[config.mk]
export PLATFORM = sky130hd
export DESIGN_NAME = dnc_out
export DESIGN_NICKNAME = d
export VERILOG_FILES = /design/src/rtl/dnc_pkg.sv /design/src/rtl/dnc_out.sv
export SDC_FILE = /design/constraint.sdc
export NUM_CORES = 1
export LEC_CHECK = 0
export ABC_AREA = 1
export BUFFER_PORTS_ARGS = -buffer_cell sky130_fd_sc_hd__buf_2
export CORE_MARGIN = 2
export CORE_UTILIZATION = 50
export DETAILED_ROUTE_END_ITERATION = 7
export PLACE_DENSITY = 0.82
export SYNTH_ARGS = -nofsm -noshare
export SYNTH_HDL_FRONTEND = slang
export SYNTH_SLANG_ARGS = --single-unit
[constraint.sdc]
create_clock -name clk -period 4.4 [get_ports clk]
set_input_delay 0.22 -clock clk [delete_from_list [all_inputs] [get_ports clk]]
set_output_delay 0.22 -clock clk [all_outputs]
set_load 0.05 [all_outputs]
[src/rtl/dnc_pkg.sv]
package dnc_pkg;

	// Default build sizes
	localparam int DEF_MAX_WIDTH  = 2048;
	localparam int DEF_MAX_SPAN   = 8;
	localparam int DEF_PIXEL_BITS = 16;

	// Fixed field widths
	localparam int PIXEL_PORT_W = 16;
	localparam int CONTRAST_W   = 19;
	localparam int ROW_W        = 16;
	localparam int CFG_WID_W    = 12;
	localparam int CFG_HGT_W    = 16;
	localparam int CFG_SPAN_W   = 4;
	localparam int CFG_DATA_W   = 16;
	localparam int CFG_IDX_W    = 2;

	// Register reset values
	localparam int RST_WIDTH     = 2048;
	localparam int RST_HEIGHT    = 1024;
	localparam int RST_SPAN      = 1;
	localparam int RST_BYTE_MODE = 0;

	// Neighbors compared against the center, and the byte mode ceiling (255.0 in half units)
	localparam int NEIGH    = 8;
	localparam int BYTE_SAT = 510;

	typedef enum logic {
		OP_PIXEL = 1'b0,
		OP_FLUSH = 1'b1
	} op_t;

	typedef enum logic [CFG_IDX_W-1:0] {
		REG_WIDTH     = 2'd0,
		REG_HEIGHT    = 2'd1,
		REG_SPAN      = 2'd2,
		REG_BYTE_MODE = 2'd3
	} cfg_reg_t;

	// Per-item control that travels down the pipeline
	typedef struct packed {
		logic             is_pixel;
		logic             emit;
		logic             interior;
		logic             done;
		logic [ROW_W-1:0] row;
	} meta_t;

endpackage

[src/rtl/dnc_out.sv]
module dnc_out import dnc_pkg::*; #(
	parameter int PIXEL_BITS = DEF_PIXEL_BITS,
	parameter int COL_W      = $clog2(DEF_MAX_WIDTH)
) (
	input  logic                  clk,
	input  logic                  arst_n,
	input  logic                  load,
	input  logic [PIXEL_BITS-1:0] diff [NEIGH],
	input  meta_t                 meta,
	input  logic [COL_W-1:0]      col,
	input  logic                  byte_mode,
	input  logic                  out_ready,
	output logic                  free,
	output logic                  out_valid,
	output logic [CONTRAST_W-1:0] contrast,
	output logic [ROW_W-1:0]      out_row,
	output logic [COL_W-1:0]      out_col,
	output logic                  frame_done
);

	localparam int SUM_W = PIXEL_BITS + 3;

	logic [SUM_W-1:0] sum;
	logic [SUM_W-1:0] sat;

	// Add the eight differences and clamp in byte mode
	always_comb begin
		sum = SUM_W'(diff[0]) + SUM_W'(diff[1]) + SUM_W'(diff[2]) + SUM_W'(diff[3])
			+ SUM_W'(diff[4]) + SUM_W'(diff[5]) + SUM_W'(diff[6]) + SUM_W'(diff[7]);
		sat = (byte_mode && (sum > SUM_W'(BYTE_SAT))) ? SUM_W'(BYTE_SAT) : sum;
	end

	assign free = !out_valid || out_ready;

	// Hold the result until it is taken
	always_ff @(posedge clk or negedge arst_n) begin
		if (!arst_n) begin
			out_valid <= 1'b0;
		end else if (free) begin
			out_valid <= load;
		end
	end

	always_ff @(posedge clk) begin
		if (free && load) begin
			contrast   <= CONTRAST_W'(sat);
			out_row    <= meta.row;
			out_col    <= col;
			frame_done <= meta.done;
		end
	end

endmodule

# Word level (Yosys, flattened, before mapping)
# Cells that the tools add are included.
# totals
register_bits,48
inputBits,164
output_inout_bits,49
word_cells,17
# op_classes
addsub,7
order_cmp,1
reduce_logical,4
# op_table
cell,count
19-bit by 16-bit adder with 19-bit output,4
18-bit by 16-bit adder with 19-bit output,1
"19-bit by 9-bit greater-than comparator with 1-bit output, second input constant",1
17-bit by 16-bit adder with 18-bit output,1
16-bit by 16-bit adder with 17-bit output,1
1-bit logical AND,2
1-bit zero test,1
1-bit logical OR,1

# Logic depth before layout (Yosys ltp)
# Gate-level depths: netlist of run 1.
# logic_depth
depth_word,9
mapped_depth,25
ltp_nobuf,25

# Worst setup path after synthesis of run 1
# Ideal clock, no wire load.
# synth_timing
path_type,input to register
from,in diff[2] (netlist bit)
to,reg contrast[1] (data pin)
arrival_time_ns,4.066
required_time_ns,4.138
setup_slack_ns,0.072
stages,23
path_buffers,0
path_cell_list,inv_1 > fa_1 > inv_1 > fa_1 > fa_1 > fa_1 > ha_1 > inv_1 > fa_1 > inv_1 > nand3_1 > nand2_2 > nand2_1 > nand2_1 > nand2_1 > nand2_1 > nand2_1 > nand2_1 > nand2_1 > nor2_2 > nand2_2 > nand2_1 > nand2_1
# synth_between
elab_chain_len,3
# synth_rtl
item,line,text
"start, declared",dnc_out.sv:8,"input logic [PIXEL_BITS-1:0] diff [NEIGH],"
19-bit by 16-bit adder with 19-bit output,dnc_out.sv:29,+ SUM_W'(diff[4]) + SUM_W'(diff[5]) + SUM_W'(diff[6]) + SUM_W'(diff[7]);
19-bit by 9-bit greater-than comparator with 1-bit output,dnc_out.sv:30,sat = (byte_mode && (sum > SUM_W'(BYTE_SAT))) ? SUM_W'(BYTE_SAT) : sum;
1-bit logical AND,dnc_out.sv:30,
"end signal, assigned",dnc_out.sv:46,contrast <= CONTRAST_W'(sat);
"end, declared",dnc_out.sv:15,"output logic [CONTRAST_W-1:0] contrast,"
# No other way between the ends.
# A chain may end at the register's enable or synchronous reset.

# Final worst setup path of run 1
# layout_timing
from,in diff[2] (netlist bit)
to,reg contrast[13] (data pin)
# layout_between
elab_chain_len,3
# layout_rtl
item,line
19-bit by 16-bit adder with 19-bit output (*),dnc_out.sv:29
19-bit by 9-bit greater-than comparator with 1-bit output,dnc_out.sv:30
1-bit logical AND,dnc_out.sv:30
# Mark *: on every way between the ends. The rest lies on a longest branch, timed or not.

==> results of run 1 <==
==> sequential cells by signal, indices dropped and copies added, names as in the netlist <==
name	count
frame_done	1
out_valid	1
out_col	11
out_row	16
contrast	19
==> kinds of logic (layout without fill, tap and decap cells) <==
| family | after synthesis | in the layout | synth area share |
|---|---|---|---|
| buf+inv | 246 | 503 | 0.175 |
| flops | 48 | 48 | 0.268 |
| xor+xnor | 1 | 1 | 0.00163 |
| compound gates | 25 | 25 | 0.0268 |
| fa+ha+maj | 114 | 114 | 0.399 |
| simple gates | 166 | 166 | 0.131 |
==> power breakdown <==
group          internal (mW)  switching (mW)
sequential             0.672          0.0274
clock                  0.227           0.143
combinational           2.42            3.05
total                   3.32            3.22
==> Yosys cell counts, drive strengths merged <==
library cell	number
buf	1
dfrtp	1
inv	244
xor2	1
a31oi	1
o21a	1
ha	19
fa	95
o21ai	1
nand3	20
nand4	5
or2	1
nand3b	6
nand2	114
a21oi	22
dlygate4sd3	1
edfxtp	47
nor3	2
nor2	18
==> worst max-delay path by stage <==
stage	start	endpoint	slack (ns)
after floorplan	diff[2]	contrast[1]	0.07
after global placement	diff[2]	contrast[1]	-0.17
final	diff[2]	contrast[13]	0.22
after global routing	diff[51]	contrast[13]	-0.05
after CTS	diff[2]	contrast[2]	0.03
after detailed placement	diff[7]	contrast[2]	-0.23
==> per-stage QoR <==
stage                     worst slack [ns]   util  hold WS [ns]  setup TNS, ns  std cells
after floorplan                     0.0724      -       -0.0756              0        600
after global placement              -0.165  0.662       0.00185          -2.57        982
after detailed placement            -0.229  0.662       0.00522          -3.19        982
after CTS                           0.0318  0.676        0.0827              0        991
after global routing               -0.0514  0.696        0.0725         -0.542        993
final                                0.220  0.696        0.0890              0        993
==> what timing repair did <==
item | CTS | global route
setup endpoints to repair | 0 | 19
endpoints found under the hold margin | 1 | 0
buffers inserted | 0 | 1
hold buffers | 1 | 0
gates resized for setup | 0 | 34
==> metal layers <==
layer / vias to the layer above / track usage
li1: 2206 / -
met1: 2056 / 0.231
met2: 130 / 0.406
met3: 12 / 0.0254
met4: 0 / 0.0330
met5: - / 0
==> layout make-up <==
class / count / area [um^2] / area share
timing repair buffer: 251 / 1390 / 0.192
multi-input combinational: 306 / 3180 / 0.440
clock buffer: 6 / 72.6 / 0.0101
sequential: 48 / 1440 / 0.199
tap: 136 / 170 / 0.0236
inverter: 244 / 916 / 0.127
clock inverter: 2 / 60.1 / 0.00832
==> results.sh, run 1 <==
export IMPL_status="completed"
export IMPL_die_height_um=108
export IMPL_hold_end="out_col[8]"
export IMPL_wl_um=11400
export IMPL_holdCritPathClass="in2reg"
export IMPL_viasPerCell=4.44
export IMPL_worst_pin_slew_ns=0.664
export IMPL_globalplace_congestion=0.860
export IMPL_crit_fanout=5
export IMPL_critPathMaxStageDelay_ns=0.55
export IMPL_die_area_mm2=0.0116
export IMPL_syn_inst=600
export IMPL_final_max_slew_violation_count=0
export IMPL_finClkSkew_ns=0.00571
export IMPL_critPathBufInv=6
export IMPL_cp_cell_sequence="buf_2 > inv_1 > fa_1 > inv_1 > fa_1 > fa_1 > fa_1 > ha_2 > inv_1 > fa_2 > inv_2 > nand3_1 > nand2_2 > nand2_2 > nand2_2 > nand2_1 > nand2_1 > nand2_1 > nor2_1 > nand2_1 > nor2_2 > nand2_2 > clkbuf_16 > a21oi_2"
export IMPL_hpwl_um=9870
export IMPL_num_io_pins=213
export IMPL_synth_area_leaders="fa_1 (35%), edfxtp_1 (26%), inv_1 (17%)"
export IMPL_ant_nets=0
export IMPL_critical_path_endpoint_type="flop"
export IMPL_antenna_found_initial=0
export IMPL_root_buffer="clkbuf_8"
export IMPL_wl_per_cell_um=11.4
export IMPL_setup_viol=0
export IMPL_hold_violations=0
export IMPL_place_port_buffers=209
export IMPL_netlist_area_leader_share=0.354
export IMPL_syn_area_mm2=0.00537
export IMPL_final_common_cell="inv_1"
export IMPL_r2r_end="out_row[9]"
export IMPL_clockBufferDepth=2
export IMPL_grt_pass1_vias=4639
export IMPL_ys_warn_count=0
export IMPL_routed_wl_met2_um=6300
export IMPL_synth_seq_cells=48
export IMPL_top_layer_used="met4"
export IMPL_maxSlewHeadroom=0.556
export IMPL_die_w_um=108
export IMPL_critPathKind="in2reg"
export IMPL_synth_seq_area_share=0.268
export IMPL_vdd_ir_drop_max_uv=434
export IMPL_fin_area_mm2=0.00722
export IMPL_post_route_period_util=0.950
export IMPL_fillers=859
export IMPL_hold_depth=1
export IMPL_coreArea_mm2=0.0104
export IMPL_drive_gt1_frac=0.347
export IMPL_n_antenna_cell=0
export IMPL_numCtsBuffers=5
export IMPL_synth_fp_nets=878
export IMPL_grtUsageTotal=0.203
export IMPL_drt_iter0_drc=188
export IMPL_grt_pass1_wl_um=19000
export IMPL_area_growth_pct=34.5
export IMPL_drt_first_pass_iters=6
export IMPL_cp_required_ns=4.55
export IMPL_grt_max_degree=29
export IMPL_rrSetupSlack_ns=2.59
export IMPL_r2r_start="out_valid"
export IMPL_fin_nets=1134
export IMPL_route_vias_total=4404
export IMPL_syn_area_per_cell_um2=8.95
export IMPL_fmaxAchievable_mhz=239
export IMPL_holdCritStartpoint="col[8]"
export IMPL_p_total_mw=6.54
export IMPL_reg2reg_depth=2
export IMPL_p_leak_nw=4.12
export IMPL_met3_wirelength_um=642
export IMPL_wl_met1_um=4300
export IMPL_h_tree_depth=2
export IMPL_cts_tree="built"
export IMPL_clk_latency_ns=0.29
export IMPL_synth_cell_types=22
export IMPL_final_cell_mix="inv_1 (243), buf_2 (209), nand2_1 (103)"
export IMPL_place_area_mm2=0.00687
export IMPL_critical_path_arrival_ns=4.33
export IMPL_period_minus_slack_ns=4.18
export IMPL_synth_area_leader_cell="fa_1"
export IMPL_crit_path_start_kind="primary input"
export IMPL_grt_overflow=0
export IMPL_route_detailed_drc=0
export IMPL_rows=37
export IMPL_start_util=0.518
export IMPL_critical_path_top_delay_family="adder cells"
export IMPL_drv_cap=0
export IMPL_path_clk_slew_ns=0.09
export IMPL_power_density_mw_per_mm2=906
export IMPL_clock_sinks=48
export IMPL_crit_cells=24
export IMPL_cp_slowest_cell="fa_1"
(Power assumes the default switching activity.)
==> run 2, diff against run 1 <==
Settings changed: CORE_UTILIZATION 50 to 46, PLACE_DENSITY 0.82 to 0.79.
Clock period 4.4 ns to 3.4 ns, I/O delays scaled along.
==> run 2 against run 1 <==
The run now ends with negative setup slack left; critical path depth decreased by 2; total power rose by 42%; count of clock-buffer cells in the layout did not move; core utilization decreased by 4.6 points; wire length fell by 1.6%; worst hold slack lost 0.035 ns; clock skew increased by 0.0021 ns; sequential power up 29%; final cell count grew 1.1%; global-route usage fell by 1.9 points; first-iteration DRC count grew 9.6%; worst setup slack lost 0.94 ns.
==> results.sh, run 2 (synthesis results as in run 1) <==
export IMPL_status="complete, but fails checks"
export IMPL_violations="negative setup slack"
export IMPL_critical_path_endpoint_type="flop"
export IMPL_finClkSkew_ns=0.00780
export IMPL_critical_path_arrival_ns=4.25
export IMPL_hpwl_um=9560
export IMPL_cp_required_ns=3.54
export IMPL_fin_cells=1004
export IMPL_worst_pin_slew_ns=0.471
export IMPL_place_inst=987
export IMPL_vdd_ir_drop_max_uv=632
export IMPL_combPwrFrac=0.836
export IMPL_critPathBufInv=11
export IMPL_period_minus_slack_ns=4.12
export IMPL_crit_fanout=4
export IMPL_rsz0062_at_grt="true"
export IMPL_hold_depth=1
export IMPL_globalplace_congestion=0.869
export IMPL_cp_cell_sequence="buf_2 > inv_1 > fa_1 > inv_1 > fa_1 > fa_1 > inv_1 > fa_1 > inv_1 > ha_1 > nand2_1 > inv_1 > a21oi_2 > nand2_2 > nand2_2 > nand2_2 > buf_4 > buf_4 > buf_4 > buf_4 > buf_4 > a21oi_2"
export IMPL_power_density_mw_per_mm2=1250
export IMPL_rows=39
export IMPL_holdCritStartpoint="meta[1]"
export IMPL_place_port_buffers=209
export IMPL_n_antenna_cell=0
export IMPL_cts_tree="built"
export IMPL_cell_internal_pwr_mw=4.76
export IMPL_clockBufferDepth=2
export IMPL_grt_max_degree=37
export IMPL_num_io_pins=213
export IMPL_drive_gt1_frac=0.382
export IMPL_area_growth_pct=38.2
export IMPL_maxSlewHeadroom=0.686
export IMPL_p_sw_mw=4.51
export IMPL_largest_reg_flops=19
export IMPL_numCtsBuffers=5
export IMPL_regMostFlops="contrast"
export IMPL_fin_ws_ns=-0.715
export IMPL_h_tree_depth=2
export IMPL_reg2reg_depth=2
export IMPL_setup_viol=19
export IMPL_r2r_end="contrast[16]"
export IMPL_crit_path_start_kind="primary input"
export IMPL_drt_iter0_drc=206
export IMPL_drt_first_pass_iters=4
export IMPL_dp_slack_ns=-1.03
export IMPL_switching_share=0.486
export IMPL_drv_cap=0
export IMPL_coreArea_mm2=0.0114
export IMPL_final_cell_mix="inv_1 (234), buf_2 (206), fa_1 (94)"
export IMPL_grt_pass1_wl_um=19200
export IMPL_rrSetupSlack_ns=1.74
export IMPL_critPathMaxStageDelay_ns=0.54
export IMPL_p_seq_frac=0.097
export IMPL_start_util=0.470
export IMPL_ant_nets=0
export IMPL_path_clk_slew_ns=0.06
export IMPL_holdCritPathClass="in2reg"
export IMPL_top_regs="contrast (19), out_row (16), out_col (11)"
export IMPL_critical_path_top_delay_family="adder cells"
export IMPL_wl_per_cell_um=11.1
export IMPL_root_buffer="clkbuf_16"
export IMPL_route_detailed_drc=0
export IMPL_cp_slowest_cell="fa_1"
export IMPL_post_route_period_util=1.21
export IMPL_grt_overflow=0
export IMPL_viasPerCell=4.44
export IMPL_grtUsageTotal=0.184
export IMPL_fin_nets=1138
export IMPL_final_common_cell="inv_1"
export IMPL_route_vias_total=4457
export IMPL_holdWs_ns=0.0538
export IMPL_grt_pass1_vias=4758
export IMPL_hold_violations=0
export IMPL_p_total_mw=9.28
export IMPL_p_clk_frac=0.067
export IMPL_die_w_um=112
export IMPL_die_height_um=112
export IMPL_r2r_start="out_valid"
export IMPL_fmaxAchievable_mhz=243
export IMPL_wl_um=11200
export IMPL_antenna_found_initial=0
export IMPL_hold_end="out_row[1]"
export IMPL_die_area_mm2=0.0126
export IMPL_clock_sinks=48
export IMPL_clk_latency_ns=0.28
export IMPL_final_max_slew_violation_count=0
export IMPL_critPathKind="in2reg"
export IMPL_p_leak_nw=4.17
[run 2: cell types whose count changed in the layout (fill, tap and decap cells not counted), sizes merged]
cell	change
clkbuf	-1
buf	+5
[run 2: area by class of cell]
type,instances,area (um^2)
clock buffers,6,129
well taps,143,179
clock inverters,2,60.1
inverters,244,926
flip-flops and latches,48,1440
repair buffers,255,1430
fillers,961,4000
multi-input cells,306,3260
[run 2: worst max-delay path by stage]
stage,start,to,slack (ns),depth (start not counted)
2_1_floorplan,diff[50],contrast[10],-0.65,22
6_report,diff[8],contrast[10],-0.72,22
5_1_grt,diff[82],contrast[1],-0.95,24
3_5_place_dp,diff[3],contrast[10],-1.03,21
4_1_cts,diff[2],contrast[7],-0.67,24
3_3_place_gp,diff[3],contrast[9],-0.97,22
[run 2: timing repair]
action,4_1_cts,5_1_grt
resized for setup,19,31
hold endpoints to repair,1,0
buffers inserted,7,1
hold buffers,1,0
endpoints found under the setup margin,19,19
gates cloned,0,0
pin swaps,12,22
[run 2: per-layer routing]
metal	wire [um]	vias to the layer above	track usage
li1	-	2216	-
met1	4260	2088	0.209
met2	6130	138	0.361
met3	651	15	0.0292
met4	136	0	0.0423
met5	0	-	0
[run 2: stage by stage]
stage          cell area, um^2  setup TNS [ns]  utilization
6_report                  7420          -12.83        0.650
5_1_grt                   7420          -17.58        0.650
4_1_cts                   7290          -12.48        0.638
3_5_place_dp              6960          -18.97        0.610
3_3_place_gp              6960          -18.29        0.610
2_1_floorplan             5450          -12.07            -
[run 2: power groups by stage]
stage	Clock, mW	Sequential [mW]	Combinational [mW]
2_1_floorplan	0	1.35	3.88
3_3_place_gp	0	0.911	6.62
3_5_place_dp	0	0.916	6.72
4_1_cts	0.629	0.905	7.24
5_1_grt	0.663	0.914	8.73
6_report	0.622	0.902	7.75
