[src/rtl/dnc_pkg.sv]
package dnc_pkg;

	// Default build sizes
	localparam int DEF_MAX_WIDTH  = 2048;
	localparam int DEF_MAX_SPAN   = 8;
	localparam int DEF_PIXEL_BITS = 16;

	// Fixed field widths
	localparam int PIXEL_PORT_W = 16;
	localparam int CONTRAST_W   = 19;
	localparam int ROW_W        = 16;
	localparam int CFG_WID_W    = 12;
	localparam int CFG_HGT_W    = 16;
	localparam int CFG_SPAN_W   = 4;
	localparam int CFG_DATA_W   = 16;
	localparam int CFG_IDX_W    = 2;

	// Register reset values
	localparam int RST_WIDTH     = 2048;
	localparam int RST_HEIGHT    = 1024;
	localparam int RST_SPAN      = 1;
	localparam int RST_BYTE_MODE = 0;

	// Neighbors compared against the center, and the byte mode ceiling (255.0 in half units)
	localparam int NEIGH    = 8;
	localparam int BYTE_SAT = 510;

	typedef enum logic {
		OP_PIXEL = 1'b0,
		OP_FLUSH = 1'b1
	} op_t;

	typedef enum logic [CFG_IDX_W-1:0] {
		REG_WIDTH     = 2'd0,
		REG_HEIGHT    = 2'd1,
		REG_SPAN      = 2'd2,
		REG_BYTE_MODE = 2'd3
	} cfg_reg_t;

	// Per-item control that travels down the pipeline
	typedef struct packed {
		logic             is_pixel;
		logic             emit;
		logic             interior;
		logic             done;
		logic [ROW_W-1:0] row;
	} meta_t;

endpackage

[src/rtl/dnc_ctrl.sv]
module dnc_ctrl import dnc_pkg::*; #(
	parameter int MAX_WIDTH = DEF_MAX_WIDTH,
	parameter int MAX_SPAN  = DEF_MAX_SPAN,
	localparam int COL_W    = $clog2(MAX_WIDTH),
	localparam int SPAN_W   = $clog2(MAX_SPAN + 1),
	localparam int ADDR_W   = $clog2(2 * MAX_SPAN * MAX_WIDTH)
) (
	input  logic                  clk,
	input  logic                  arst_n,
	input  logic                  cfg_we,
	input  logic [CFG_IDX_W-1:0]  cfg_index,
	input  logic [CFG_DATA_W-1:0] cfg_data,
	input  logic                  accept,
	input  logic                  op,
	output logic                  enter,
	output logic                  store,
	output logic [ADDR_W-1:0]     addr_new,
	output logic [ADDR_W-1:0]     addr_mid,
	output meta_t                 meta,
	output logic [COL_W-1:0]      col,
	output logic [SPAN_W-1:0]     span_eff,
	output logic                  byte_mode
);

	localparam int WID_W  = $clog2(MAX_WIDTH + 1);
	localparam int WCMP_W = (WID_W > CFG_WID_W) ? WID_W + 1 : CFG_WID_W + 1;
	localparam int SCMP_W = (SPAN_W > CFG_SPAN_W) ? SPAN_W + 1 : CFG_SPAN_W + 1;
	localparam int SLOT_W = (2 * MAX_SPAN > 1) ? $clog2(2 * MAX_SPAN) : 1;
	localparam int SW2    = SPAN_W + 1;
	localparam int SW3    = SPAN_W + 2;
	localparam int CNT_W  = $clog2(MAX_SPAN * MAX_WIDTH + MAX_SPAN + 1);
	localparam int RX_W   = ROW_W + 1;
	localparam int CX_W   = ((WID_W > SPAN_W) ? WID_W : SPAN_W) + 1;

	logic [CFG_WID_W-1:0]  width_q;
	logic [CFG_HGT_W-1:0]  height_q;
	logic [CFG_SPAN_W-1:0] span_q;
	logic                  byte_q;

	logic [ROW_W-1:0]  in_row_q;
	logic [COL_W-1:0]  in_col_q;
	logic [ROW_W-1:0]  out_row_q;
	logic [COL_W-1:0]  out_col_q;
	logic [SLOT_W-1:0] slot_q;
	logic [CNT_W-1:0]  cnt_q;

	logic [WID_W-1:0]     w_eff;
	logic [CFG_HGT_W-1:0] h_eff;
	logic [SPAN_W-1:0]    s_eff;
	logic [CNT_W-1:0]     thr;
	logic                 is_flush;
	logic                 frame_in;
	logic                 primed;
	logic                 emit;
	logic                 in_col_last;
	logic [SW2-1:0]       two_s;
	logic [SW2-1:0]       slot_inc;
	logic [SLOT_W-1:0]    slot_nxt;
	logic [SW3-1:0]       mid_sum;
	logic [SLOT_W-1:0]    slot_mid;
	logic [RX_W-1:0]      r_x;
	logic [RX_W-1:0]      s_r;
	logic [RX_W-1:0]      h_r;
	logic [CX_W-1:0]      c_x;
	logic [CX_W-1:0]      s_c;
	logic [CX_W-1:0]      w_c;
	logic                 out_col_last;
	logic                 done;

	// Clamp the registers to their usable ranges
	always_comb begin
		if (width_q == '0) begin
			w_eff = WID_W'(1);
		end else if (WCMP_W'(width_q) > WCMP_W'(MAX_WIDTH)) begin
			w_eff = WID_W'(MAX_WIDTH);
		end else begin
			w_eff = WID_W'(width_q);
		end
		h_eff = (height_q == '0) ? CFG_HGT_W'(1) : height_q;
		if (span_q == '0) begin
			s_eff = SPAN_W'(1);
		end else if (SCMP_W'(span_q) > SCMP_W'(MAX_SPAN)) begin
			s_eff = SPAN_W'(MAX_SPAN);
		end else begin
			s_eff = SPAN_W'(span_q);
		end
	end

	assign span_eff  = s_eff;
	assign byte_mode = byte_q;

	// Classify the item: store a pixel, emit a result, both, or drop it
	assign thr      = CNT_W'(s_eff) * CNT_W'(w_eff) + CNT_W'(s_eff);
	assign is_flush = (op == OP_FLUSH);
	assign frame_in = (in_row_q < h_eff);
	assign primed   = (cnt_q >= thr);
	assign store    = accept && !is_flush && frame_in;
	assign emit     = accept && (is_flush ? !frame_in : (frame_in && primed));
	assign enter    = store || emit;

	// Line store slots: newest row reuses the slot of the row 2*span back
	assign in_col_last = (WID_W'(in_col_q) + WID_W'(1)) >= w_eff;
	assign two_s       = {s_eff, 1'b0};
	assign slot_inc    = SW2'(slot_q) + SW2'(1);
	assign slot_nxt    = (slot_inc >= two_s) ? '0 : SLOT_W'(slot_inc);
	assign mid_sum     = SW3'(slot_q) + SW3'(s_eff);
	assign slot_mid    = (mid_sum >= SW3'(two_s)) ? SLOT_W'(mid_sum - SW3'(two_s))
		: SLOT_W'(mid_sum);
	assign addr_new    = ADDR_W'(slot_q) * ADDR_W'(MAX_WIDTH) + ADDR_W'(in_col_q);
	assign addr_mid    = ADDR_W'(slot_mid) * ADDR_W'(MAX_WIDTH) + ADDR_W'(in_col_q);

	// Output position: border test and end of frame
	assign r_x          = RX_W'(out_row_q);
	assign s_r          = RX_W'(s_eff);
	assign h_r          = RX_W'(h_eff);
	assign c_x          = CX_W'(out_col_q);
	assign s_c          = CX_W'(s_eff);
	assign w_c          = CX_W'(w_eff);
	assign out_col_last = (c_x + CX_W'(1)) >= w_c;
	assign done         = ((r_x + RX_W'(1)) >= h_r) && out_col_last;

	always_comb begin
		meta.is_pixel = !is_flush;
		meta.emit     = emit;
		meta.interior = !is_flush && (r_x >= s_r) && ((r_x + s_r) < h_r)
			&& (c_x >= s_c) && ((c_x + s_c) < w_c);
		meta.done     = done;
		meta.row      = out_row_q;
	end

	assign col = out_col_q;

	// Registers and frame counters; any register write restarts the frame
	always_ff @(posedge clk or negedge arst_n) begin
		if (!arst_n) begin
			width_q   <= CFG_WID_W'(RST_WIDTH);
			height_q  <= CFG_HGT_W'(RST_HEIGHT);
			span_q    <= CFG_SPAN_W'(RST_SPAN);
			byte_q    <= 1'(RST_BYTE_MODE);
			in_row_q  <= '0;
			in_col_q  <= '0;
			out_row_q <= '0;
			out_col_q <= '0;
			slot_q    <= '0;
			cnt_q     <= '0;
		end else if (cfg_we) begin
			case (cfg_index)
				REG_WIDTH: begin
					width_q <= cfg_data[CFG_WID_W-1:0];
				end
				REG_HEIGHT: begin
					height_q <= cfg_data[CFG_HGT_W-1:0];
				end
				REG_SPAN: begin
					span_q <= cfg_data[CFG_SPAN_W-1:0];
				end
				REG_BYTE_MODE: begin
					byte_q <= cfg_data[0];
				end
				default: begin
				end
			endcase
			in_row_q  <= '0;
			in_col_q  <= '0;
			out_row_q <= '0;
			out_col_q <= '0;
			slot_q    <= '0;
			cnt_q     <= '0;
		end else begin
			// Advance the input raster position
			if (store) begin
				if (in_col_last) begin
					in_col_q <= '0;
					in_row_q <= in_row_q + ROW_W'(1);
					slot_q   <= slot_nxt;
				end else begin
					in_col_q <= in_col_q + COL_W'(1);
				end
				if (!primed) begin
					cnt_q <= cnt_q + CNT_W'(1);
				end
			end
			// Advance the output raster position, restart after the last one
			if (emit) begin
				if (done) begin
					in_row_q  <= '0;
					in_col_q  <= '0;
					out_row_q <= '0;
					out_col_q <= '0;
					slot_q    <= '0;
					cnt_q     <= '0;
				end else if (out_col_last) begin
					out_col_q <= '0;
					out_row_q <= out_row_q + ROW_W'(1);
				end else begin
					out_col_q <= out_col_q + COL_W'(1);
				end
			end
		end
	end

endmodule

[config.mk]
export PLATFORM = sky130hd
export DESIGN_NAME = dnc_ctrl
export DESIGN_NICKNAME = d
export VERILOG_FILES = /design/src/rtl/dnc_pkg.sv /design/src/rtl/dnc_ctrl.sv
export SDC_FILE = /design/constraint.sdc
export NUM_CORES = 1
export LEC_CHECK = 0
export ABC_AREA = 1
export BUFFER_PORTS_ARGS = -buffer_cell sky130_fd_sc_hd__buf_2
export CAP_MARGIN = 5
export CORE_MARGIN = 2
export CORE_UTILIZATION = 40
export CTS_BUF_LIST = sky130_fd_sc_hd__clkbuf_8
export DETAILED_ROUTE_END_ITERATION = 16
export MAX_ROUTING_LAYER = met4
export PLACE_DENSITY = 0.61
export SLEW_MARGIN = 20
export SYNTH_ARGS = -nofsm -noshare
export SYNTH_HDL_FRONTEND = slang
export SYNTH_SLANG_ARGS = --single-unit
[constraint.sdc]
create_clock -name clk -period 7.3 [get_ports clk]
set_input_delay 0.365 -clock clk [delete_from_list [all_inputs] [get_ports clk]]
set_output_delay 0.365 -clock clk [all_outputs]
set_load 0.05 [all_outputs]
Word level (Yosys, flattened, before mapping). Cells that the tools add are included.

Add/sub/neg operators: 16. Order comparisons: 13. Muxes and demuxes: 36. Multiply operators: 1. Eq/ne operators: 3. Reduce and logical (&&, ||, !) cells: 23.

Operator list (count): 16-bit 2-to-1 mux (10); 11-bit 2-to-1 mux (9); 15-bit 2-to-1 mux (5); 4-bit 2-to-1 mux (9); 16-bit by 1-bit adder with 16-bit output, second input constant (2); 15-bit by 11-bit adder with 15-bit output (2); 11-bit by 1-bit adder with 12-bit output, second input constant (2); 12-bit >= comparator (2); 12-bit 2-to-1 mux (2); 11-bit by 1-bit adder with 11-bit output, second input constant (2); 16-bit by 1-bit adder with 17-bit output, second input constant (1); 16-bit by 4-bit adder with 17-bit output (1); 17-bit by 16-bit >= comparator with 1-bit output (1); 17-bit by 16-bit less-than comparator with 1-bit output (1); 16-bit by 4-bit >= comparator with 1-bit output (1); 16-bit logical NOT (1); 16-bit less-than comparator (1); 15-bit by 1-bit adder with 15-bit output, second input constant (1); 15-bit by 4-bit adder with 15-bit output (1); 15-bit >= comparator (1); 4-bit by 12-bit multiplier with 15-bit output (1); 11-bit by 4-bit adder with 12-bit output (1); 12-bit > comparator, second input constant (1); 12-bit logical NOT (1); 18 further kinds (33).

Input port bits: 23. Register bits: 106. Word-level logic and storage cells: 102. Output and inout port bits: 68.

Longest topological paths before layout. Gate-level depths: netlist of run 1.

Depth after elaboration: 11. Gate-level depth with buffers: 39. Gate-level depth less buffers: 38.

Worst setup path after synthesis of run 1. No wires, ideal clock.

Kind: flip-flop to output port. From: register span_q[3]. To: output port enter. Slack: 0.284 ns. Data required time: 6.935 ns. Stages on the path, launching flop included: 28. Path buffers: 2. Arrival: 6.651 ns. Cell sequence: dfrtp_1 clkbuf_1 nor2_1 inv_1 clkbuf_1 nor2_1 fa_1 fa_1 fa_1 ha_1 nand2_1 o21ai_0 a21oi_1 nor2_1 nor2_1 o21ai_0 a21oi_1 o21ai_0 xor2_1 ha_1 nand4_1 nor3_1 a31oi_1 nand3_1 nand3_1 nand2_1 nand2_4 nand2_1.

Longest elaborated chain between the ends: 10. Elaborated cells on any way between the ends: 11. Classes of those cells: 1 x add/sub; 1 x mul; 2 x order compare; 3 x mux; 4 x reduce/logical.

Ends and longest elaborated chain: from (decl) (RTL line dnc_ctrl.sv:37) `logic [CFG_SPAN_W-1:0] span_q;`; from (signal assigned) (RTL line dnc_ctrl.sv:138) `span_q <= CFG_SPAN_W'(RST_SPAN);`; from (signal assigned) (RTL line dnc_ctrl.sv:155) `span_q <= cfg_data[CFG_SPAN_W-1:0];`; 4-bit > comparator (RTL line dnc_ctrl.sv:82) `end else if (SCMP_W'(span_q) > SCMP_W'(MAX_SPAN)) begin`; 4-bit 2-to-1 mux (RTL line dnc_ctrl.sv:82); 4-bit 2-to-1 mux * (RTL line dnc_ctrl.sv:80) `if (span_q == '0) begin`; net span_eff[1] (RTL line dnc_ctrl.sv:21) `output logic [SPAN_W-1:0] span_eff,`; 4-bit by 12-bit multiplier with 15-bit output (RTL line dnc_ctrl.sv:93) `assign thr = CNT_W'(s_eff) * CNT_W'(w_eff) + CNT_W'(s_eff);`; 15-bit by 4-bit adder with 15-bit output * (RTL line dnc_ctrl.sv:93); 15-bit >= comparator * (RTL line dnc_ctrl.sv:96) `assign primed = (cnt_q >= thr);`; 1-bit logical AND * (RTL line dnc_ctrl.sv:98) `assign emit = accept && (is_flush ? !frame_in : (frame_in && primed));`; 1-bit 2-to-1 mux * (RTL line dnc_ctrl.sv:98); 1-bit logical AND * (RTL line dnc_ctrl.sv:98); 1-bit logical OR * (RTL line dnc_ctrl.sv:99) `assign enter = store || emit;`; to (decl) (RTL line dnc_ctrl.sv:15) `output logic enter,`.

The timed path passes the listed nets; every way through them passes the cells marked *.

Worst setup path in the final report of run 1.
From: register width_q[3]. To: output port enter.

Longest elaborated chain between the ends: 10. Elaborated cells on any way between the ends: 11. Classes of those cells: 1 x add/sub; 1 x mul; 2 x order compare; 3 x mux; 4 x reduce/logical.

Ends and longest elaborated chain: from (decl) (RTL line dnc_ctrl.sv:35) `logic [CFG_WID_W-1:0] width_q;`; from (signal assigned) (RTL line dnc_ctrl.sv:136) `width_q <= CFG_WID_W'(RST_WIDTH);`; from (signal assigned) (RTL line dnc_ctrl.sv:149) `width_q <= cfg_data[CFG_WID_W-1:0];`; 12-bit > comparator (RTL line dnc_ctrl.sv:74) `end else if (WCMP_W'(width_q) > WCMP_W'(MAX_WIDTH)) begin`; 12-bit 2-to-1 mux (RTL line dnc_ctrl.sv:74); 12-bit 2-to-1 mux * (RTL line dnc_ctrl.sv:72) `if (width_q == '0) begin`; 4-bit by 12-bit multiplier with 15-bit output * (RTL line dnc_ctrl.sv:93); 15-bit by 4-bit adder with 15-bit output * (RTL line dnc_ctrl.sv:93); 15-bit >= comparator * (RTL line dnc_ctrl.sv:96); 1-bit logical AND * (RTL line dnc_ctrl.sv:98); 1-bit 2-to-1 mux * (RTL line dnc_ctrl.sv:98); 1-bit logical AND * (RTL line dnc_ctrl.sv:98); 1-bit logical OR * (RTL line dnc_ctrl.sv:99).

Every way passes the cells marked *; elsewhere a longest branch is shown, timed or not.

==> results.yml, run 1 <==
route:
  via_per_inst: 5.06
  drt_pre_antenna_iters: 5
  drt_iter0_markers: 671
  routedWlPerCell_um: 15.3
  routed_wl_mm: 28.8
  drc: 0
  ant_nets: 0
  vias: 9540
global_routing:
  grt.met3_usage_pct: 1.98
  grt_pass1_vias: 9204
  grt_max_degree: 68
  busiest_layer: "met2"
  use_met2_pct: 35.8
  antenna_found_initial: 0
  grt_usage_pct: 21.2
  grt_first_pass_wirelength_mm: 47.2
  gr-total-overflow: 0
  grt_util_met1_pct: 27.3
power:
  peakVddDrop_mv: 0.108
  p_leak_nw: 6.24
  p_per_area_mw_per_mm2: 187
clocking:
  cts_sinks: 106
  cts_made_buffers: 9
  cts_tree: "done"
  root_buffer: "clkbuf_8"
  clockBufferDepth: 2
  clk_latency_ps: 420
  cts.clk_slew.worst_paths_ps: 140
  cts.htree.levels: 3
floorplanning:
  die_area_sq_mm: 0.0287
  initial_core_util_pct: 40.6
  rows: 60
  core-area_sq_mm: 0.0270
  die_w_um: 169
  die_h_um: 169
  io_pins: 91
critical_path:
  required_ps: 6930
  arrival_ps: 6490
  start_kind: "flip-flop"
  critPathKind: "reg2out"
  crit_fanout: 10
  cp_common_cell: "nand2_1"
  critical-path-max-stage-delay_ps: 550
  crit_slowest_cell: "fa_1"
  cp-end-kind: "output port"
timing:
  fin_crit_ps: 6860
  hold_viol_final: 0
  fmax_mhz: 146
  slew_viol_final: 0
  skew_ps: 31.0
  slew_headroom_pct: 31.9
  fin_crit_sh_pct: 94.0
  rsz0062_at_grt: "no"
  tightest_slew_ps: 1020
  final.setup.tns_ps: 0
  setup_viol: 0
synth:
  synth_compound_area_share_pct: 10.4
  ys.warnings.count: 0
  synth-edff-count: 0
  synth-seq-area-share_pct: 24.3
  synth_top_flop_cell: "dfrtp_1"
  synth.avg_cell_area_sq_um: 7.41
  synth_top_family_by_area: "simple AND/OR/NAND/NOR gates"
  synth.distinct_cells: 52
  async_flop_share_pct: 100
  synth.area.mux_share_pct: 0.103
  syn_inst: 1477
  synth_seq_cells: 106
  synth_nets: 1688
  synth_adder_area_share_pct: 23.3
  syn_area_sq_mm: 0.0109
  synth-simple-area-share_pct: 25.5
  synth-xor-area-share_pct: 6.96
place:
  gp_congestion: 0.878
  io_buffer_count: 90
  hpwl_mm: 22.8
finish:
  mostFrequentLayoutCell: "nand2_1"
  nets: 1751
  post-route-util_pct: 43.8
  diodes: 0
  layout_common_cells: "nand2_1 (288), inv_1 (188), nor2_1 (188)"
  n_fill_cell: 2766
  regArea_sq_mm: 0.00266
  multiInputGateArea_sq_mm: 0.00726
  drive_gt1_share_pct: 10.2
  synthToLayoutAreaGrowth_pct: 7.76
outcome:
  outcome: "finished clean"
run:
  cap_violations: 0
min_path:
  hold_path_class: "in2reg"
final cells by class:
cell class              count  area share [%]
well taps                 341            3.62
repair buffers            100            4.52
clock buffers              10            1.17
inverters                 191            6.09
clock inverters             6           0.541
flip-flops and latches    106            22.5
multi-input cells        1132            61.6
power by group:
group	switching, mW	internal [mW]
Sequential	0.0665	0.638
Combinational	0.734	0.359
Clock	0.260	0.144
flip-flops by register name, summed over array words and instances, names as in the netlist:
name	count
slot_q	4
cnt_q	15
height_q	16
span_q	4
in_row_q	16
in_col_q	11
width_q	12
byte_mode	1
col	11
out_row_q	16
cell families after synthesis:
logic type | Yosys count
buf+inv | 239
simple gates | 647
flops | 106
fa+ha+maj | 188
xor+xnor | 87
compound gates | 209
mux | 1
through the flow:
step           setup slack (ps)  area [sq um]  hold slack, ps  total power, mW  cells
2_1_floorplan               284         10900            69.4             1.52   1477
3_3_place_gp                671         11600             385             1.78   1869
3_5_place_dp                507         11600             385             1.80   1869
4_1_cts                     254         11800             166             2.22   1886
5_1_grt                    1.23         11800             180             2.39   1886
6_report                    441         11800             178             2.20   1886
per-layer routing:
layer,vias to the layer above,wire [um]
met5,-,0
met4,0,595
met3,30,788
met2,167,13800
met1,4412,13600
li1,4931,-
final timing paths:
kind                                   start            to  slack, ps  cells past startpoint
max in group asynchronous             arst_n    width_q[0]       5510                      3
worst max register to register    width_q[3]        col[1]        580                     29
worst min-delay path            cfg_data[15]  height_q[15]        180                      3
min in group asynchronous             arst_n     cnt_q[12]        460                      2
worst max-delay path              width_q[3]         enter        440                     28
worst min register to register     span_q[0]     span_q[0]        500                      2
synth_stat cells (6+ instances only):
cell type    n  area, sq um
nor3_1      26          130
clkbuf_1    14         52.6
buf_4       20          150
nand2_2      7         43.8
inv_1      188          706
nand2_1    290         1090
a21oi_1     67          335
fa_1        26          521
o21bai_1     6         45.0
dfrtp_1    103         2580
xor2_1      75          657
nor2_1     188          706
nor2_2      14         87.6
nor4_1       7         43.8
nand4_1     23          144
ha_1       162         2030
o21ai_0    109          546
buf_2        6         30.0
xnor2_1     12          105
buf_6        7         78.8
nand3_1     72          360
worst max-delay path, delay by kind of cell (launching register included):
kind	cells	cell delay, ps
XOR/XNOR	1	80
adder cells (fa/ha/maj)	5	2130
buffers and inverters	1	260
AND/OR/NAND/NOR	15	2290
AO/OA/AOI/OAI	6	930
flip-flops	1	410
what timing repair did:
item	CTS	global route
resized for setup	0	5
buffers inserted	0	0
hold buffers	1	0
endpoints found under the hold margin	39	0
endpoints found under the setup margin	0	13
Power figures use the tool's default switching activity.
==> run 2, diff against run 1 <==
--- a/config.mk
+++ b/config.mk
@@ -6,8 +6,8 @@
 export NUM_CORES = 1
 export LEC_CHECK = 0
 export ABC_AREA = 1
+export ABC_CLOCK_PERIOD_IN_PS = 7300
 export BUFFER_PORTS_ARGS = -buffer_cell sky130_fd_sc_hd__buf_2
-export CAP_MARGIN = 5
 export CORE_MARGIN = 2
 export CORE_UTILIZATION = 40
 export CTS_BUF_LIST = sky130_fd_sc_hd__clkbuf_8
==> constraint.sdc (replaced) <==
create_clock -name clk -period 7.3 [get_ports clk]
set_input_delay 0 -clock clk [delete_from_list [all_inputs] [get_ports clk]]
set_output_delay 0 -clock clk [all_outputs]
set_load 0.05 [all_outputs]
==> run 2 against run 1 <==
  * Critical endpoint unchanged
  * Cell area grew 2.1%
  * Largest cell class unchanged
  * Sequential share of layout area is 0.45 points lower
  * Core utilization is 0.90 points higher
  * Die area unchanged
  * Highest routed layer unchanged
  * Critical path type unchanged
  * Routed wire length fell by 0.56%
  * Sequential cell count unchanged
  * Clock skew up 1.5 ps
  * Global-route usage is 0.18 points lower
  * Sequential power about the same
==> results.yml, run 2 (same netlist as run 1, synthesis figures left out) <==
clocking:
  cts_setup_buffers: 0
  cts_tree: "done"
  cts.htree.levels: 3
  clockBufferDepth: 2
  root_buffer: "clkbuf_8"
  clk_latency_ps: 410
  cts_made_buffers: 9
  cts_sinks: 106
  cts.clk_slew.worst_paths_ps: 120
critical_path:
  crit_fanout: 10
  crit_slowest_cell: "fa_1"
  crit_family: "simple AND/OR/NAND/NOR gates"
  critPathKind: "reg2out"
  cp_common_cell: "o21ai_0"
  required_ps: 7300
  arrival_ps: 6740
  critPathBufInv: 1
  cp-end-kind: "output port"
  critical-path-max-stage-delay_ps: 540
  start_kind: "flip-flop"
route:
  via_per_inst: 5.06
  drt_pre_antenna_iters: 5
  ant_nets: 0
  routed_wl_mm: 28.6
  drt_iter0_markers: 520
  routedWlPerCell_um: 15.0
  drc: 0
  vias: 9655
finish:
  post-route-util_pct: 44.7
  diodes: 0
  layout_common_cells: "nand2_1 (290), inv_1 (188), nor2_1 (188)"
  final_cells: 1908
  drive_gt1_share_pct: 10.0
  reg_top3: "height_q: 16 flops, in_row_q: 16 flops, out_row_q: 16 flops"
  synthToLayoutAreaGrowth_pct: 9.98
  nets: 1773
  mostFrequentLayoutCell: "nand2_1"
timing:
  hold_viol_final: 0
  fin_crit_sh_pct: 92.3
  tightest_slew_ps: 1000
  final.setup.tns_ps: 0
  slew_headroom_pct: 32.9
  fmax_mhz: 148
  fin_crit_ps: 6740
  slew_viol_final: 0
  setup_viol: 0
  rsz0062_at_grt: "no"
  skew_ps: 32.6
  finalWorstSetupSlack_ps: 559
place:
  dp_cells: 1870
  pre_cts_ws_ps: 444
  gp_congestion: 0.882
  io_buffer_count: 90
  hpwl_mm: 22.5
outcome:
  outcome: "finished clean"
global_routing:
  grt_first_pass_wirelength_mm: 47.1
  grt_pass1_vias: 9269
  gr-total-overflow: 0
  grt_usage_pct: 21.0
  antenna_found_initial: 0
  grt_max_degree: 75
floorplanning:
  core-area_sq_mm: 0.0270
  die_area_sq_mm: 0.0287
  initial_core_util_pct: 40.6
  die_w_um: 169
  io_pins: 91
  rows: 60
  die_h_um: 169
min_path:
  hold_path_class: "in2async"
power:
  peakVddDrop_mv: 0.0937
  p_per_area_mw_per_mm2: 184
  p_leak_nw: 6.35
  p_total_mw: 2.21
run:
  cap_violations: 0
[run 2: worst register-to-register path: cells and delay by family (launching register included)]
| family | cells | cell delay (ps) |
|---|---|---|
| fa+ha+maj | 5 | 2080 |
| simple gates | 17 | 2650 |
| xor+xnor | 1 | 100 |
| compound gates | 7 | 1360 |
| flops | 1 | 410 |
[run 2: through the flow]
stage               hold WS, ps  instance area (sq um)
floorplan                  -296                  10900
global placement          -7.98                  11600
detailed placement        -9.79                  11600
CTS                        88.3                  12000
global route                129                  12000
finish                     89.5                  12000
[run 2: path summary, 6_finish.rpt]
path,startpoint,to,slack [ps],cells past startpoint
min in group clk,cfg_index[0],span_q[0],140,4
max in group asynchronous,arst_n,width_q[11],6030,4
hold / removal,arst_n,cnt_q[4],90,2
setup reg to reg,width_q[3],out_row_q[1],600,30
setup / recovery,width_q[3],enter,560,28
hold reg to reg,span_q[0],span_q[0],500,2
[run 2: per-layer routing]
layer  vias to the layer above  GRT usage (%)  routed length, um
met1                      4488           26.6              13200
li1                       4967              -                  -
met4                         0           3.79                350
met3                        28           2.47                877
met2                       172           36.5              14200
met5                         -              -                  0
[run 2: report_power, final]
group          internal, mW  leakage (nW)  switching, mW
Clock                 0.176         0.108          0.243
Sequential            0.638          1.40         0.0646
Combinational         0.365          4.84          0.725
[run 2: area by class of cell]
class,count,area (sq um)
Multi-Input combinational cell,1132,7260
Clock buffer,10,138
Fill cell,2777,14900
Sequential cell,106,2660
Timing Repair Buffer,122,762
Inverter,191,718
Tap cell,341,427
Clock inverter,6,82.6
[run 2: what timing repair did]
action,in CTS,in global routing
hold endpoints to repair,67,0
resized for setup,0,2
setup endpoints to repair,0,63
hold buffers,21,0
==> run 3, diff against run 2 <==
--- a/config.mk
+++ b/config.mk
@@ -8,12 +8,14 @@
 export ABC_AREA = 1
 export ABC_CLOCK_PERIOD_IN_PS = 7300
 export BUFFER_PORTS_ARGS = -buffer_cell sky130_fd_sc_hd__buf_2
+export CELL_PAD_IN_SITES_DETAIL_PLACEMENT = 0
+export CELL_PAD_IN_SITES_GLOBAL_PLACEMENT = 1
 export CORE_MARGIN = 2
 export CORE_UTILIZATION = 40
 export CTS_BUF_LIST = sky130_fd_sc_hd__clkbuf_8
 export DETAILED_ROUTE_END_ITERATION = 16
 export MAX_ROUTING_LAYER = met4
-export PLACE_DENSITY = 0.61
+export PLACE_DENSITY = 0.77
 export SLEW_MARGIN = 20
 export SYNTH_ARGS = -nofsm -noshare
 export SYNTH_HDL_FRONTEND = slang
==> run 3 against run 2 <==
  * Cell area down 0.26%
  * Clock power down 3%
  * Core utilization down 0.12 points
  * Critical endpoint unchanged
  * Highest routed layer unchanged
  * Global-route usage up 0.39 points
  * Sequential share of layout area up 0.058 points
  * Power about the same
  * Register-to-register slack better by 170 ps
  * Setup slack better by 150 ps
==> results.yml, run 3 (same netlist as run 1, synthesis figures left out) <==
outcome:
  outcome: "finished clean"
run:
  cap_violations: 0
finish:
  n_fill_cell: 2815
  multiInputGateArea_sq_mm: 0.00727
  regArea_sq_mm: 0.00266
  synthToLayoutAreaGrowth_pct: 9.69
  nets: 1771
  post-route-util_pct: 44.6
  reg_top3: "height_q: 16 flops, in_row_q: 16 flops, out_row_q: 16 flops"
  layout_common_cells: "nand2_1 (290), inv_1 (189), nor2_1 (188)"
  drive_gt1_share_pct: 9.90
  mostFrequentLayoutCell: "nand2_1"
  diodes: 0
power:
  p_seq_share_pct: 31.8
  p_leak_nw: 6.33
  clock_power_share_pct: 18.3
  p_int_mw: 1.17
  p_per_area_mw_per_mm2: 184
  combPwrFrac_pct: 49.9
  peakVddDrop_mv: 0.117
  switching_share_pct: 46.9
  p_sw_mw: 1.04
clocking:
  cts.clk_slew.worst_paths_ps: 130
  root_buffer: "clkbuf_8"
  cts_setup_buffers: 0
  clk_latency_ps: 410
  cts_sinks: 106
  cts.htree.levels: 3
  cts_tree: "done"
  cts_made_buffers: 9
  clockBufferDepth: 2
floorplanning:
  die_w_um: 169
  io_pins: 91
  initial_core_util_pct: 40.6
  die_h_um: 169
  core-area_sq_mm: 0.0270
  die_area_sq_mm: 0.0287
  rows: 60
timing:
  tightest_slew_ps: 1020
  slew_viol_final: 0
  hold_viol_final: 0
  fin_crit_sh_pct: 90.3
  slew_headroom_pct: 31.7
  fin_crit_ps: 6590
  final.setup.tns_ps: 0
  skew_ps: 32.0
  fmax_mhz: 152
  rsz0062_at_grt: "no"
  setup_viol: 0
critical_path:
  required_ps: 7300
  cp-end-kind: "output port"
  critical-path-max-stage-delay_ps: 540
  critPathBufInv: 1
  arrival_ps: 6590
  critPathKind: "reg2out"
  cp_common_cell: "nand2_1"
  crit_slowest_cell: "fa_1"
  start_kind: "flip-flop"
  crit_fanout: 10
  crit_family: "simple AND/OR/NAND/NOR gates"
global_routing:
  grt_first_pass_wirelength_mm: 47.3
  antenna_found_initial: 0
  grt_pass1_vias: 8985
  gr-total-overflow: 0
  grt_max_degree: 63
  grt_usage_pct: 21.4
place:
  hpwl_mm: 23.0
  io_buffer_count: 90
  gp_congestion: 0.885
route:
  routed_wl_mm: 29.1
  drc: 0
  drt_iter0_markers: 635
  drt_pre_antenna_iters: 5
  ant_nets: 0
  vias: 9599
  via_per_inst: 5.04
  routedWlPerCell_um: 15.2
min_path:
  hold_path_class: "in2async"
## run 3: changes by cell type in the layout (fill, tap and decap cells not counted), sizes merged
cell         previous run  this run
inv                   190       191
buf                   101       100
dlygate4sd3            21        20
clkinv                  5         4
## run 3: final timing paths
check                      slack [ps]  depth (start not counted)        from        end
max                               710                         28  width_q[3]      enter
min                               130                          2      arst_n   cnt_q[9]
max reg2reg                       770                         29  width_q[3]  cnt_q[14]
min reg2reg                       500                          2   span_q[0]  span_q[0]
max in group asynchronous        5860                          3      arst_n  span_q[3]
min in group clk                  180                          6      accept  cnt_q[14]
## run 3: per-layer routing
| layer | routed length, um | GRT usage (%) | up-vias |
|---|---|---|---|
| met5 | 0 | - | - |
| met4 | 456 | 4.87 | 0 |
| met3 | 776 | 2.15 | 20 |
| met2 | 14000 | 35.6 | 123 |
| met1 | 13800 | 28.3 | 4494 |
| li1 | - | - | 4962 |
## run 3: what timing repair did
action                                 4_1_cts  5_1_grt
hold buffers                                20        0
endpoints found under the hold margin       74        0
setup endpoints to repair                    0       70
resized for setup                            0        7
## run 3: worst reg2reg max path, delay by kind of cell, from the launching register on
kind / cells / cell delay [ps]
xor gates and xnor gates: 1 / 80
and+or+nand+nor: 14 / 2100
adders and majority gates: 5 / 2110
buffers and inverters: 1 / 330
AOI/OAI and AO/OA: 8 / 1440
DFF: 1 / 410
## run 3: layout make-up
cell class	count	share of cell area, %
Tap cell	341	3.55
Inverter	191	5.98
Multi-Input combinational cell	1132	60.5
Clock buffer	10	1.15
Sequential cell	106	22.1
Timing Repair Buffer	120	6.13
Clock inverter	6	0.531
## run 3: per-stage QoR
stage	setup WS [ps]	cell area, sq um	hold WS, ps	instances	total power [mW]
floorplan	432	10900	-296	1477	1.52
global placement	782	11600	62.2	1870	1.80
detailed placement	540	11600	66.1	1870	1.80
CTS	536	12000	137	1906	2.23
global route	5.77	12000	182	1906	2.41
finish	707	12000	125	1906	2.21
## run 3: power groups by stage
stage,Combinational [mW],Clock [mW],Sequential (mW)
CTS,1.11,0.415,0.701
detailed placement,1.09,0,0.712
finish,1.10,0.405,0.701
floorplan,0.785,0,0.736
global route,1.26,0.442,0.711
global placement,1.08,0,0.711
